**src/fata_pkg.sv**
```systemverilog
package fata_pkg;

  // Fixed field widths of the angle path.
  localparam int unsigned BendW  = 7;
  localparam int unsigned TotalW = 24;

  // A full bend is ninety degrees.
  localparam int unsigned FullBend = 90;

  // Configuration register indexes.
  localparam int unsigned CfgIdxW = 1;
  localparam logic [CfgIdxW-1:0] CfgMaxReading = 1'b0;
  localparam logic [CfgIdxW-1:0] CfgMinReading = 1'b1;

  // Defaults for the top level parameters.
  localparam int unsigned WindowLengthDef = 15;
  localparam int unsigned SampleBitsDef   = 10;

endpackage

```
**src/fata_div.sv**
```systemverilog
// Restoring divider that yields one quotient bit per cycle, most significant first.
// The caller guarantees that the quotient fits in BendW bits.
module fata_div import fata_pkg::*; #(
  parameter int unsigned DividendW = 17,
  parameter int unsigned DivisorW  = 10
) (
  input  logic                 clk_i,
  input  logic                 rst_ni,
  input  logic                 start_i,
  input  logic [DividendW-1:0] dividend_i,
  input  logic [DivisorW-1:0]  divisor_i,
  output logic                 done_o,
  output logic [BendW-1:0]     quotient_o
);

  localparam int unsigned CntW = $clog2(BendW);

  logic                 busy_q, busy_d;
  logic [CntW-1:0]      cnt_q, cnt_d;
  logic [DividendW-1:0] rem_q, rem_d;
  logic [DivisorW-1:0]  dsr_q, dsr_d;
  logic [BendW-1:0]     quo_q, quo_d;
  logic [DividendW-1:0] trial;

  // One compare and subtract against the shifted divisor per cycle.
  always_comb begin
    busy_d = busy_q;
    cnt_d  = cnt_q;
    rem_d  = rem_q;
    dsr_d  = dsr_q;
    quo_d  = quo_q;
    trial  = DividendW'(dsr_q) << cnt_q;
    if (start_i) begin
      busy_d = 1'b1;
      cnt_d  = CntW'(BendW - 1);
      rem_d  = dividend_i;
      dsr_d  = divisor_i;
      quo_d  = '0;
    end else if (busy_q) begin
      if (rem_q >= trial) begin
        rem_d        = rem_q - trial;
        quo_d[cnt_q] = 1'b1;
      end
      if (cnt_q == '0) begin
        busy_d = 1'b0;
      end else begin
        cnt_d = cnt_q - 1'b1;
      end
    end
  end

  // The last step is flagged in the cycle that resolves the lowest bit.
  assign done_o     = busy_q && (cnt_q == '0);
  assign quotient_o = quo_d;

  always_ff @(posedge clk_i or negedge rst_ni) begin
    if (!rst_ni) begin
      busy_q <= 1'b0;
      cnt_q  <= '0;
    end else begin
      busy_q <= busy_d;
      cnt_q  <= cnt_d;
    end
  end

  always_ff @(posedge clk_i) begin
    rem_q <= rem_d;
    dsr_q <= dsr_d;
    quo_q <= quo_d;
  end

endmodule

```
**src/flex_angle_travel_accumulator_top.sv**
```systemverilog
// Each accepted word passes through the states Mult, DivB, Upd, Mean and Done; DivB and
// its divide are skipped when the bend is saturated or the calibration span is empty.
// The input stalls until the result word is loaded, so one word is worked on at a time; a
// single bit-serial divider forms the bend scale, and the window mean is a reciprocal multiply.
// Reset clears the calibration to full range, the bend window, its sum, the previous mean
// and the travel total; the block accepts a word in the first cycle after reset.
module flex_angle_travel_accumulator_top import fata_pkg::*; #(
  parameter int unsigned WINDOW_LENGTH = WindowLengthDef,
  parameter int unsigned SAMPLE_BITS   = SampleBitsDef
) (
  input  logic                   clk_i,
  input  logic                   rst_ni,
  input  logic                   cfg_valid_i,
  output logic                   cfg_ready_o,
  input  logic [CfgIdxW-1:0]     cfg_index_i,
  input  logic [SAMPLE_BITS-1:0] cfg_data_i,
  input  logic                   in_valid_i,
  output logic                   in_stall_o,
  input  logic [SAMPLE_BITS-1:0] adc_sample_i,
  input  logic                   restart_total_i,
  output logic                   out_valid_o,
  input  logic                   out_stall_i,
  output logic [BendW-1:0]       bend_degrees_o,
  output logic [BendW-1:0]       average_degrees_o,
  output logic [BendW-1:0]       step_change_o,
  output logic [TotalW-1:0]      total_travel_o
);

  localparam int unsigned SumW      = $clog2(FullBend * WINDOW_LENGTH + 1);
  localparam int unsigned ProdW     = SAMPLE_BITS + BendW;
  localparam int unsigned DividendW = (ProdW > SumW) ? ProdW : SumW;

  // Reciprocal of the window length, exact for every reachable window sum.
  localparam int unsigned     RecipShift = SumW + $clog2(WINDOW_LENGTH);
  localparam int unsigned     RecipW     = SumW + 2;
  localparam int unsigned     MeanProdW  = SumW + RecipW;
  localparam longint unsigned RecipFull  =
    ((64'd1 << RecipShift) + 64'(WINDOW_LENGTH) - 64'd1) / 64'(WINDOW_LENGTH);
  localparam logic [RecipW-1:0] Recip    = RecipW'(RecipFull);

  // Sequencer states.
  localparam logic [2:0] StIdle = 3'd0;
  localparam logic [2:0] StMult = 3'd1;
  localparam logic [2:0] StDivB = 3'd2;
  localparam logic [2:0] StUpd  = 3'd3;
  localparam logic [2:0] StMean = 3'd4;
  localparam logic [2:0] StDone = 3'd5;

  logic [2:0]             state_q, state_d;
  logic [SAMPLE_BITS-1:0] max_q, min_q;
  logic [SAMPLE_BITS-1:0] sample_q, sample_d;
  logic                   restart_q, restart_d;
  logic [BendW-1:0]       bend_q, bend_d;
  logic [BendW-1:0]       avg_q, avg_d;
  logic [BendW-1:0]       prev_q, prev_d;
  logic [TotalW-1:0]      total_q, total_d;
  logic [SumW-1:0]        sum_q, sum_d;
  logic [BendW-1:0]       win_q [WINDOW_LENGTH];
  logic                   win_shift;
  logic                   out_valid_q, out_valid_d;
  logic [BendW-1:0]       out_bend_q, out_avg_q, out_step_q;
  logic [TotalW-1:0]      out_total_q;
  logic                   out_load;

  logic [SAMPLE_BITS-1:0] span, offset;
  logic [ProdW-1:0]       prod;
  logic [MeanProdW-1:0]   mean_prod;
  logic [BendW-1:0]       change;
  logic [TotalW-1:0]      total_base;
  logic [TotalW:0]        total_sum;
  logic [TotalW-1:0]      total_next;

  logic                   div_start, div_done;
  logic [DividendW-1:0]   div_dividend;
  logic [SAMPLE_BITS-1:0] div_divisor;
  logic [BendW-1:0]       div_quo;

  // Configuration is always writable.
  assign cfg_ready_o = 1'b1;

  always_ff @(posedge clk_i or negedge rst_ni) begin
    if (!rst_ni) begin
      max_q <= '1;
      min_q <= '0;
    end else if (cfg_valid_i) begin
      unique case (cfg_index_i)
        CfgMaxReading: max_q <= cfg_data_i;
        CfgMinReading: min_q <= cfg_data_i;
        default:       ;
      endcase
    end
  end

  // Offset above the calibrated minimum, clamped at zero, times ninety.
  assign span   = max_q - min_q;
  assign offset = (sample_q > min_q) ? (sample_q - min_q) : '0;
  assign prod   = ProdW'(offset) * ProdW'(FullBend);

  // Window mean as a multiply by the scaled reciprocal of the window length.
  assign mean_prod = MeanProdW'(sum_q) * MeanProdW'(Recip);

  // Absolute change of the mean and the saturating travel total.
  assign change     = (avg_q >= prev_q) ? (avg_q - prev_q) : (prev_q - avg_q);
  assign total_base = restart_q ? '0 : total_q;
  assign total_sum  = {1'b0, total_base} + (TotalW + 1)'(change);
  assign total_next = total_sum[TotalW] ? '1 : total_sum[TotalW-1:0];

  // The output register frees as soon as its word is taken.
  assign out_load = (state_q == StDone) && (!out_valid_q || !out_stall_i);

  // Sequencer around the divider.
  always_comb begin
    state_d      = state_q;
    sample_d     = sample_q;
    restart_d    = restart_q;
    bend_d       = bend_q;
    avg_d        = avg_q;
    prev_d       = prev_q;
    total_d      = total_q;
    sum_d        = sum_q;
    win_shift    = 1'b0;
    div_start    = 1'b0;
    div_dividend = DividendW'(prod);
    div_divisor  = span;
    unique case (state_q)
      StIdle: begin
        if (in_valid_i) begin
          sample_d  = adc_sample_i;
          restart_d = restart_total_i;
          state_d   = StMult;
        end
      end
      StMult: begin
        if (max_q <= min_q) begin
          bend_d  = '0;
          state_d = StUpd;
        end else if (offset >= span) begin
          bend_d  = BendW'(FullBend);
          state_d = StUpd;
        end else begin
          div_start = 1'b1;
          state_d   = StDivB;
        end
      end
      StDivB: begin
        if (div_done) begin
          bend_d  = div_quo;
          state_d = StUpd;
        end
      end
      StUpd: begin
        sum_d     = sum_q - SumW'(win_q[WINDOW_LENGTH-1]) + SumW'(bend_q);
        win_shift = 1'b1;
        state_d   = StMean;
      end
      StMean: begin
        avg_d   = mean_prod[RecipShift +: BendW];
        state_d = StDone;
      end
      StDone: begin
        if (out_load) begin
          prev_d  = avg_q;
          total_d = total_next;
          state_d = StIdle;
        end
      end
      default: begin
        state_d = StIdle;
      end
    endcase
  end

  assign in_stall_o = (state_q != StIdle);

  // Output valid holds until the word is taken.
  always_comb begin
    out_valid_d = out_valid_q;
    if (out_load) begin
      out_valid_d = 1'b1;
    end else if (!out_stall_i) begin
      out_valid_d = 1'b0;
    end
  end

  fata_div #(
    .DividendW(DividendW),
    .DivisorW (SAMPLE_BITS)
  ) u_div (
    .clk_i     (clk_i),
    .rst_ni    (rst_ni),
    .start_i   (div_start),
    .dividend_i(div_dividend),
    .divisor_i (div_divisor),
    .done_o    (div_done),
    .quotient_o(div_quo)
  );

  // Control state and the running window.
  always_ff @(posedge clk_i or negedge rst_ni) begin
    if (!rst_ni) begin
      state_q     <= StIdle;
      prev_q      <= '0;
      total_q     <= '0;
      sum_q       <= '0;
      out_valid_q <= 1'b0;
      for (int i = 0; i < WINDOW_LENGTH; i++) begin
        win_q[i] <= '0;
      end
    end else begin
      state_q     <= state_d;
      prev_q      <= prev_d;
      total_q     <= total_d;
      sum_q       <= sum_d;
      out_valid_q <= out_valid_d;
      if (win_shift) begin
        win_q[0] <= bend_q;
        for (int i = 1; i < WINDOW_LENGTH; i++) begin
          win_q[i] <= win_q[i-1];
        end
      end
    end
  end

  // Working and output payload registers.
  always_ff @(posedge clk_i) begin
    sample_q  <= sample_d;
    restart_q <= restart_d;
    bend_q    <= bend_d;
    avg_q     <= avg_d;
    if (out_load) begin
      out_bend_q  <= bend_q;
      out_avg_q   <= avg_q;
      out_step_q  <= change;
      out_total_q <= total_next;
    end
  end

  assign out_valid_o       = out_valid_q;
  assign bend_degrees_o    = out_bend_q;
  assign average_degrees_o = out_avg_q;
  assign step_change_o     = out_step_q;
  assign total_travel_o    = out_total_q;

endmodule

```
**config.mk**
```make
export PLATFORM = sky130hd
export DESIGN_NAME = flex_angle_travel_accumulator_top
export DESIGN_NICKNAME = d
export VERILOG_FILES = /design/src/fata_pkg.sv /design/src/fata_div.sv /design/src/flex_angle_travel_accumulator_top.sv
export SDC_FILE = /design/constraint.sdc
export NUM_CORES = 1
export LEC_CHECK = 0
export BUFFER_PORTS_ARGS = -buffer_cell sky130_fd_sc_hd__buf_2
export CORE_AREA = 5 5 175 177
export DETAILED_ROUTE_END_ITERATION = 10
export DIE_AREA = 0 0 180 182
export PLACE_DENSITY_LB_ADDON = 0.05
export SLEW_MARGIN = 20
export SYNTH_ARGS = -nofsm -noshare
export SYNTH_HDL_FRONTEND = slang
export SYNTH_SLANG_ARGS = --single-unit
export TNS_END_PERCENT = 100
```
**constraint.sdc**
```tcl
create_clock -name clk_i -period 6.9 [get_ports clk_i]
set_input_delay 1.38 -clock clk_i [delete_from_list [all_inputs] [get_ports clk_i]]
set_output_delay 1.38 -clock clk_i [all_outputs]
set_load 0.02 [all_outputs]
```
* Word-level counts from Yosys, hierarchy flattened
Cells that the tools add are included.
W data, S select, Z words.
** Word-level totals
- Input port bits :: 27
- Register bits :: 279
- Word-level logic and storage cells :: 123
- Output and inout port bits :: 48
** Cells by class
- Shifts and indexed selects :: 1
- Bitwise gates (word level) :: 2
- $mul :: 2
- Magnitude comparators :: 7
- Add/sub/neg operators :: 9
- Equality and inequality tests :: 11
- Reduce and logical (&&, ||, !) cells :: 21
- Multiplexer cells :: 34
** Operators by type and width (number)
- $mux W17 :: 3
- $mux W7 :: 7
- $mux W24 :: 2
- $add A24 B7 Y25 :: 1
- $mul A11 B12 Y22 const B :: 1
- $sub A10 B10 Y10 :: 2
- $mux W3 :: 6
- $pmux W3 S6 :: 1
- $ge A17 B17 Y1 :: 1
- $shl A10 B3 Y17 :: 1
- $sub A17 B17 Y17 :: 1
- $mul A10 B6 Y16 const B :: 1
- $pmux W7 S2 :: 1
- $reduce_and A2 Y1 :: 7
- $sub A7 B7 Y7 :: 2
- $mux W1 :: 12
- $add A11 B7 Y11 :: 1
- $sub A11 B7 Y11 :: 1
- $ge A10 B10 Y1 :: 1
- $gt A10 B10 Y1 :: 1
- $le A10 B10 Y1 :: 1
- $mux W10 :: 1
- $ne A2 B2 Y1 const B :: 4
- $ge A7 B7 Y1 :: 1
- 18 further kinds :: 27

* Longest topological paths before layout
Gate-level depths: netlist of the first run.
- Depth in word-level cells :: 10
- Gate-level depth with buffers :: 26
- Gate-level depth less buffers :: 25

* Hierarchy
A second synthesis of the first run with hierarchy kept.
** Second synthesis, totals
- Cells, all modules :: 1522
- Area, all modules :: 16741.1 um^2
** By module, submodules not included
- flex_angle_travel_accumulator_top :: sequential area each 6393.6 um^2, area an instance 13973.4 um^2, cells each 1230, times used 1
- fata_div :: sequential area each 1051.0 um^2, area an instance 2767.7 um^2, cells each 292, times used 1

* Worst setup path before layout of the first run
Ideal clock, no wire load.
- Path kind :: reg-to-reg
- Start :: register sample_q[0]
- End :: register u_div.rem_q[15], data pin
- Slack :: 952 ps
- Data required time :: 6643 ps
- Arrival :: 5691 ps
- Library setup time :: 257 ps
- Clock period less this slack :: 5948 ps
- Path buffers :: 1
- Stages on the path, launching flop included :: 27
- Cells stage by stage :: edfxtp_1 > inv_1 > ha_1 > inv_1 > fa_1 > a21o_1 > a21oi_1 > o21ai_0 > a2111oi_0 > nor3_1 > o31ai_1 > buf_2 > nor2_1 > ha_1 > ha_1 > inv_1 > fa_1 > inv_1 > ha_1 > fa_1 > a21o_1 > a21o_1 > a31oi_1 > a211oi_1 > o21a_1 > or3_1 > a32o_1
** Between the ends
- Cells in the longest elaborated chain, start to end :: 7
- Elaborated cells on any way between the ends :: 9
- Those cells by class :: add/sub (1); mul (1); order compare (2); mux (5)
** RTL lines
- start, declared :: line flex_angle_travel_accumulator_top.sv:51 : logic [SAMPLE_BITS-1:0] sample_q, sample_d;
- start signal, assigned :: line flex_angle_travel_accumulator_top.sv:226 : sample_q <= sample_d;
- $sub A10 B10 Y10 / $gt A10 B10 Y1 (equally long branches) :: line flex_angle_travel_accumulator_top.sv:96 : assign offset = (sample_q > min_q) ? (sample_q - min_q) : '0;
- $mux W10 * :: line flex_angle_travel_accumulator_top.sv:96
- branches (longest 4 deep; another with $mul A10 B6 Y16)
- $mux W17 * :: line fata_div.sv:33 : if (start_i) begin
- via u_div.rem_d[15] :: line fata_div.sv:20 : logic [DividendW-1:0] rem_q, rem_d;
- end signal, assigned :: line fata_div.sv:67 : rem_q <= rem_d;
- end, declared :: line fata_div.sv:20
Mark *: on every way through the listed nets, which the timed path passes.
A chain may end at the register's enable or synchronous reset.

* Worst setup path after layout of the first run
Same ends and word-level chain as after synthesis.

==> results.tsv, run 1 <==
metric	value	unit
CTS buffer count	30	
# fillers	2283	
Rel. slew slack	0.371	
r2r setup slk	0.36	ns
Die Y	182	um
final cell count without fillers	2007	
Diodes inserted	0	
setup TNS	0	ns
FP Rows	63	
Pleak	0.00874	uW
NumNets Final	1806	
Hold-fix buffers, CTS	0	
DRC	0	
Distinct cells, synth	92	
CTS tree	done	
1st-pass router iterations	5	
Synth top area share	0.243	
cell taking the most area after synthesis	dfrtp_1	
GRT Total Usage	0.204	
Cell Area, Synth	0.0170	mm2
Root Buffer	clkbuf_16	
chip width	180	um
clk buf depth	3	
core area	0.0291	mm2
vias	11100	
Post-CTS Setup Bufs	0	
Critical Path End Type	flip-flop	
Placed Area	0.0176	mm2
wire length per cell	16.6	um
clk_lat worst skew	0.56	ns
Cells after DPL	1951	
Hold Path Stages	2	
Reg2Reg Depth	25	
total of max-cap violations	0	
CP max FO	8	
DRT iter0 DRCs	570	
Yosys warning total	0	
Primary FF master, synth	dfrtp_1	
Hold Crit Start	u_div.quo_q[1]$_DFF_P_	
share of cells above drive strength 1	0.199	
sequential share of the synthesized area	0.438	
H-tree depth	1	
vias per cell	5.51	
sink of the worst hold path	u_div.quo_q[1]$_DFF_P_	
largest net degree at the start of global routing	77	
Worst Tran Pin Value	0.944	ns
CP Class	reg -> reg	
Routed Antenna Nets	0	
CP required	7.21	ns
Hold Path Class	reg -> reg	
Final Cell Area	0.0187	mm2
syn_nets	1743	
pwr dens	531	mW/mm2
Initial Util	0.584	
endpoints failing setup	0	
max-slew violation count	0	
#FFs+latches synth	279	
initial antenna violation count	0	
PostCTS Resize Cnt	0	
FFs w/ async S/R, synth	0.627	
Hold Fails Final Rpt	0	
Post-synth EDFFs	96	
IO buf count	73	
Syn Area/Cell	11.1	um2
hpwl dp	24.9	mm
post-layout util	0.643	
Die ar.	0.0328	mm2
clk slew on worst S/H paths	0.06	ns
VDD IR max	0.388	mV
worst r2r dst	u_div.rem_q[15]$_DFFE_PP_	
Arrival @ worst endpoint	6.85	ns
Crit Reg-Reg Startpoint	sample_q[0]$_DFFE_PP_	
first-pass GRT wire length	55.8	mm
fmax	0.153	GHz
RSZ-0062 raised after global routing	false	
Final Wtd Congestion	0.903	
vias in the first global route	11300	
status	finished, final reports clean	
fin crit share	0.948	
Startpoint Class	flip-flop	
most common cell after layout, fill and taps aside	dfrtp_1	
Total Wirelength	33.3	mm
Ports	75	
clk sink count	279	
GRT overflow	0	
most frequent cells in the layout	dfrtp_1, ha_1, inv_1	
Max Clock Skew	0.0112	ns
Tmin final	6.54	ns
Mapped Cells	1530	
Synth-to-Final Area Change	10.1	%
Synth area leaders	dfrtp_1, edfxtp_1, ha_1, mux2_2, fa_1	
[cells by family (layout without fill, tap and decap cells)]
| logic type | after synthesis | in the layout | synth area share |
|---|---|---|---|
| mux | 153 | 153 | 0.100 |
| xor+xnor | 75 | 75 | 0.0387 |
| compound gates | 292 | 292 | 0.114 |
| buf+inv | 205 | 292 | 0.0512 |
| fa+ha+maj | 186 | 186 | 0.153 |
| other cells | 1 | 1 | 0.000221 |
| flops | 279 | 279 | 0.438 |
| simple gates | 339 | 339 | 0.105 |
[critical path, cell delays in order, from the launching register on]
cell and delay [ns]:
edfxtp_1 0.36, inv_1 0.06, ha_1 0.15, inv_1 0.05, fa_1 0.39, a21o_1 0.18
a21oi_1 0.25, o21ai_0 0.16, a2111oi_0 0.47, nor3_1 0.15, o31ai_1 0.24, nor2_1 0.25
ha_1 0.39, ha_1 0.29, inv_1 0.05, fa_1 0.50, inv_1 0.04, ha_1 0.23
fa_1 0.41, a21o_1 0.19, a21o_1 0.19, a31oi_1 0.33, a211oi_1 0.17, o21a_1 0.21
or3_1 0.31, a32o_1 0.26
[metrics by stage]
step	power [uW]	worst slack (ns)	hold WS [ns]
global route	10800	0.0190	0.477
finish	9920	0.362	0.463
detailed placement	8250	0.442	0.450
CTS	10000	0.406	0.472
floorplan	6990	0.952	0.424
global placement	8120	0.629	0.441
[synth_stat cells (all sizes together), types with 11 or more instances]
library cell  instances
nor3                 28
nand2                86
clkbuf               33
a31oi                24
nand3                28
fa                   35
o21bai               11
o21ai                80
xnor2                49
a21oi                79
nor2                 80
edfxtp               96
mux2i                24
ha                  151
dfrtp               165
nand2b               18
a21o                 32
mux2                128
inv                 150
nand4                11
a211oi               13
xor2                 26
nor2b                32
buf                  21
[state kept, by name, indices dropped and copies added (netlist names), 10 cells and up]
signal          flops
max_q              10
min_q              10
sample_q           10
sum_q              11
total_q            24
total_travel_o     24
u_div.dsr_q        10
u_div.rem_q        17
win_q             105
[how the worst max path moves through the flow]
stage,startpoint,end,cells past startpoint
after floorplan,sample_q[0]$_DFFE_PP_,u_div.rem_q[15]$_DFFE_PP_,26
after global placement,sample_q[0]$_DFFE_PP_,u_div.rem_q[15]$_DFFE_PP_,25
after detailed placement,sample_q[0]$_DFFE_PP_,u_div.rem_q[15]$_DFFE_PP_,25
after CTS,sample_q[0]$_DFFE_PP_,u_div.rem_q[15]$_DFFE_PP_,25
after global routing,min_q[0]$_DFFE_PN0P_,u_div.rem_q[15]$_DFFE_PP_,24
final,sample_q[0]$_DFFE_PP_,u_div.rem_q[15]$_DFFE_PP_,25
[where the power goes]
part / switching, uW / internal (uW) / total (uW)
clock network: 662 / 1010 / 1670
logic: 3260 / 2340 / 5600
registers: 336 / 2320 / 2650
total: 4250 / 5670 / 9920
[layer usage]
layer,wire length (um),global-route usage
met5,0,0
met4,892,0.0561
met3,1220,0.0304
met2,16600,0.366
met1,14500,0.260
[layout make-up]
cell class                 count  area (um2)  share of cell area
clock buffer                  43         923              0.0494
clock inverter                13         138             0.00736
tap                          390         488              0.0261
sequential                   279        7430               0.398
inverter                     151         569              0.0305
multi-input combinational   1046        8670               0.464
timing repair buffer          85         462              0.0247
(Power assumes the default switching activity.)
==> run 2, diff against run 1 <==
Settings changed: CTS_CLUSTER_SIZE set to 12, RECOVER_POWER set to 25, REMOVE_ABC_BUFFERS set to 1.
==> results.tsv, run 2 (synthesis gave the netlist of run 1 again) <==
metric	value	unit	change
status	finished, violations left		was finished, final reports clean
failing checks	max-capacitance violations, max-slew violations		
hpwl dp	24.9	mm	about the same
share of cells above drive strength 1	0.194		was 0.199
Diodes inserted	0		unchanged
CP max FO	13		was 8
clk buf depth	3		unchanged
Root Buffer	clkbuf_16		unchanged
post-layout util	0.641		was 0.643
Critical path buffers and inverters	4		unchanged
CTS buffer count	31		was 30
vias in the first global route	11100		was 11300
FP Rows	63		unchanged
endpoints failing setup	0		unchanged
multi-input logic area	0.00868	mm2	was 0.00867 mm2
register with the most flip-flops	win_q		unchanged
clk slew on worst S/H paths	0.06	ns	about the same
clk sink count	279		unchanged
Pleak	0.00871	uW	was 0.00874 uW
Rel. slew slack	-1.88		was 0.371
CTS tree	done		unchanged
Final Wtd Congestion	0.875		was 0.903
RSZ-0062 raised after global routing	false		unchanged
fmax	0.156	GHz	was 0.153 GHz
total of max-cap violations	3		was 0
vias	11100		about the same
Hold-fix buffers, CTS	0		unchanged
r2r setup slk	0.49	ns	was 0.36 ns
Post-CTS Setup Bufs	0		unchanged
Arrival @ worst endpoint	6.72	ns	was 6.85 ns
NumNets Final	1807		was 1806
clk_lat worst skew	0.56	ns	about the same
Critical Path End Type	flip-flop		unchanged
most frequent cells in the layout	dfrtp_1, ha_1, inv_1		unchanged
most common cell after layout, fill and taps aside	dfrtp_1		unchanged
Int Pwr	5680	uW	was 5670 uW
switching pwr	4180	uW	was 4250 uW
Tmin final	6.41	ns	was 6.54 ns
chip width	180	um	unchanged
Ports	75		unchanged
GRT Total Usage	0.203		was 0.204
Final Cell Area	0.0187	mm2	about the same
Die ar.	0.0328	mm2	unchanged
# fillers	2292		was 2283
initial antenna violation count	0		unchanged
VDD IR max	0.237	mV	was 0.388 mV
first-pass GRT wire length	55.6	mm	was 55.8 mm
Hold Fails Final Rpt	0		unchanged
Worst path max stage delay	0.50	ns	about the same
largest delay contributor family on the critical path	compound AO/OA/AOI/OAI gates		unchanged
max-slew violation count	171		was 0
dpl ws	0.490	ns	was 0.442 ns
max FFs per register	105		unchanged
core area	0.0291	mm2	unchanged
GRT overflow	0		unchanged
Switching Share	0.424		was 0.429
Die Y	182	um	unchanged
largest net degree at the start of global routing	82		was 77
Total Wirelength	33.6	mm	was 33.3 mm
Hold Path Class	reg -> reg		unchanged
IO buf count	73		unchanged
fin crit share	0.929		was 0.948
logic gate share of total power	0.563		was 0.564
DRT iter0 DRCs	570		unchanged
sequential fraction of design power	0.268		was 0.267
DRC	0		unchanged
Storage cell area	0.00743	mm2	unchanged
Worst Tran Pin Value	4.32	ns	was 0.944 ns
Initial Util	0.584		unchanged
slowest stage cell on the critical path	fa_1		unchanged
pwr dens	529	mW/mm2	was 531 mW/mm2
Max Clock Skew	0.0169	ns	was 0.0112 ns
CP required	7.20	ns	was 7.21 ns
Routed Antenna Nets	0		unchanged
Placed Area	0.0176	mm2	unchanged
H-tree depth	1		unchanged
1st-pass router iterations	5		unchanged
Startpoint Class	flip-flop		unchanged
PostCTS Resize Cnt	0		unchanged
vias per cell	5.56		was 5.51
Clock Power Share	0.169		was 0.168
CP Class	reg -> reg		unchanged
Synth-to-Final Area Change	9.91	%	was 10.1%
wire length per cell	16.7	um	was 16.6 um
setup TNS	0	ns	unchanged
final worst slack	0.487	ns	was 0.362 ns
[run 2: stage by stage]
stage | cells | total power (uW) | hold WS, ns
after CTS | 2006 | 9940 | 0.460
after global placement | 1951 | 8090 | 0.435
after global routing | 2006 | 10700 | 0.468
after floorplan | 1476 | 6930 | 0.424
final | 2006 | 9860 | 0.454
after detailed placement | 1951 | 8200 | 0.448
[run 2: worst paths after layout]
check,start,cells past startpoint,end
worst max-delay path,sample_q[0]$_DFFE_PP_,25,u_div.rem_q[15]$_DFFE_PP_
worst min-delay path,bend_q[4]$_DFFE_PP_,0,bend_degrees_o[4]$_DFFE_PP_
worst max register to register,sample_q[0]$_DFFE_PP_,25,u_div.rem_q[15]$_DFFE_PP_
worst min register to register,bend_q[4]$_DFFE_PP_,0,bend_degrees_o[4]$_DFFE_PP_
max in group asynchronous,rst_ni,2,win_q[35]$_DFFE_PN0N_
min in group asynchronous,rst_ni,1,total_q[12]$_DFFE_PN0P_
[run 2: area by class of cell]
cell class,count,share of cell area
Clock buffer,47,0.0508
Tap cell,390,0.0262
Clock inverter,8,0.00510
Sequential cell,279,0.398
Multi-Input combinational cell,1046,0.465
Inverter,151,0.0305
Timing Repair Buffer,85,0.0238
[run 2: power groups by stage]
stage,Clock [uW],Combinational (uW),Sequential [uW]
floorplan,0,4320,2610
global placement,0,5430,2660
detailed placement,0,5530,2670
CTS,1710,5580,2650
global route,1780,6260,2700
finish,1670,5550,2640
[run 2: layer usage]
metal / global-route usage / up-vias / part of all wire
li1: - / 5522 / -
met4: 0.0466 / 0 / 0.020
met3: 0.0264 / 43 / 0.039
met5: 0 / - / 0
met1: 0.261 / 5378 / 0.43
met2: 0.369 / 202 / 0.51
[run 2: worst register-to-register path, stage by stage (launching register included)]
cell	delay, ns
edfxtp_1	0.35
inv_1	0.06
ha_1	0.15
inv_1	0.05
fa_1	0.40
a21o_1	0.18
a21oi_1	0.24
o21ai_0	0.16
a2111oi_0	0.47
nor3_1	0.15
o31ai_2	0.23
nor2_1	0.23
ha_1	0.37
ha_1	0.28
inv_1	0.05
fa_1	0.50
inv_1	0.04
ha_1	0.23
fa_1	0.41
a21o_1	0.20
a21o_1	0.20
a31oi_1	0.31
a211oi_1	0.17
o21a_1	0.20
or3_1	0.30
a32o_1	0.26
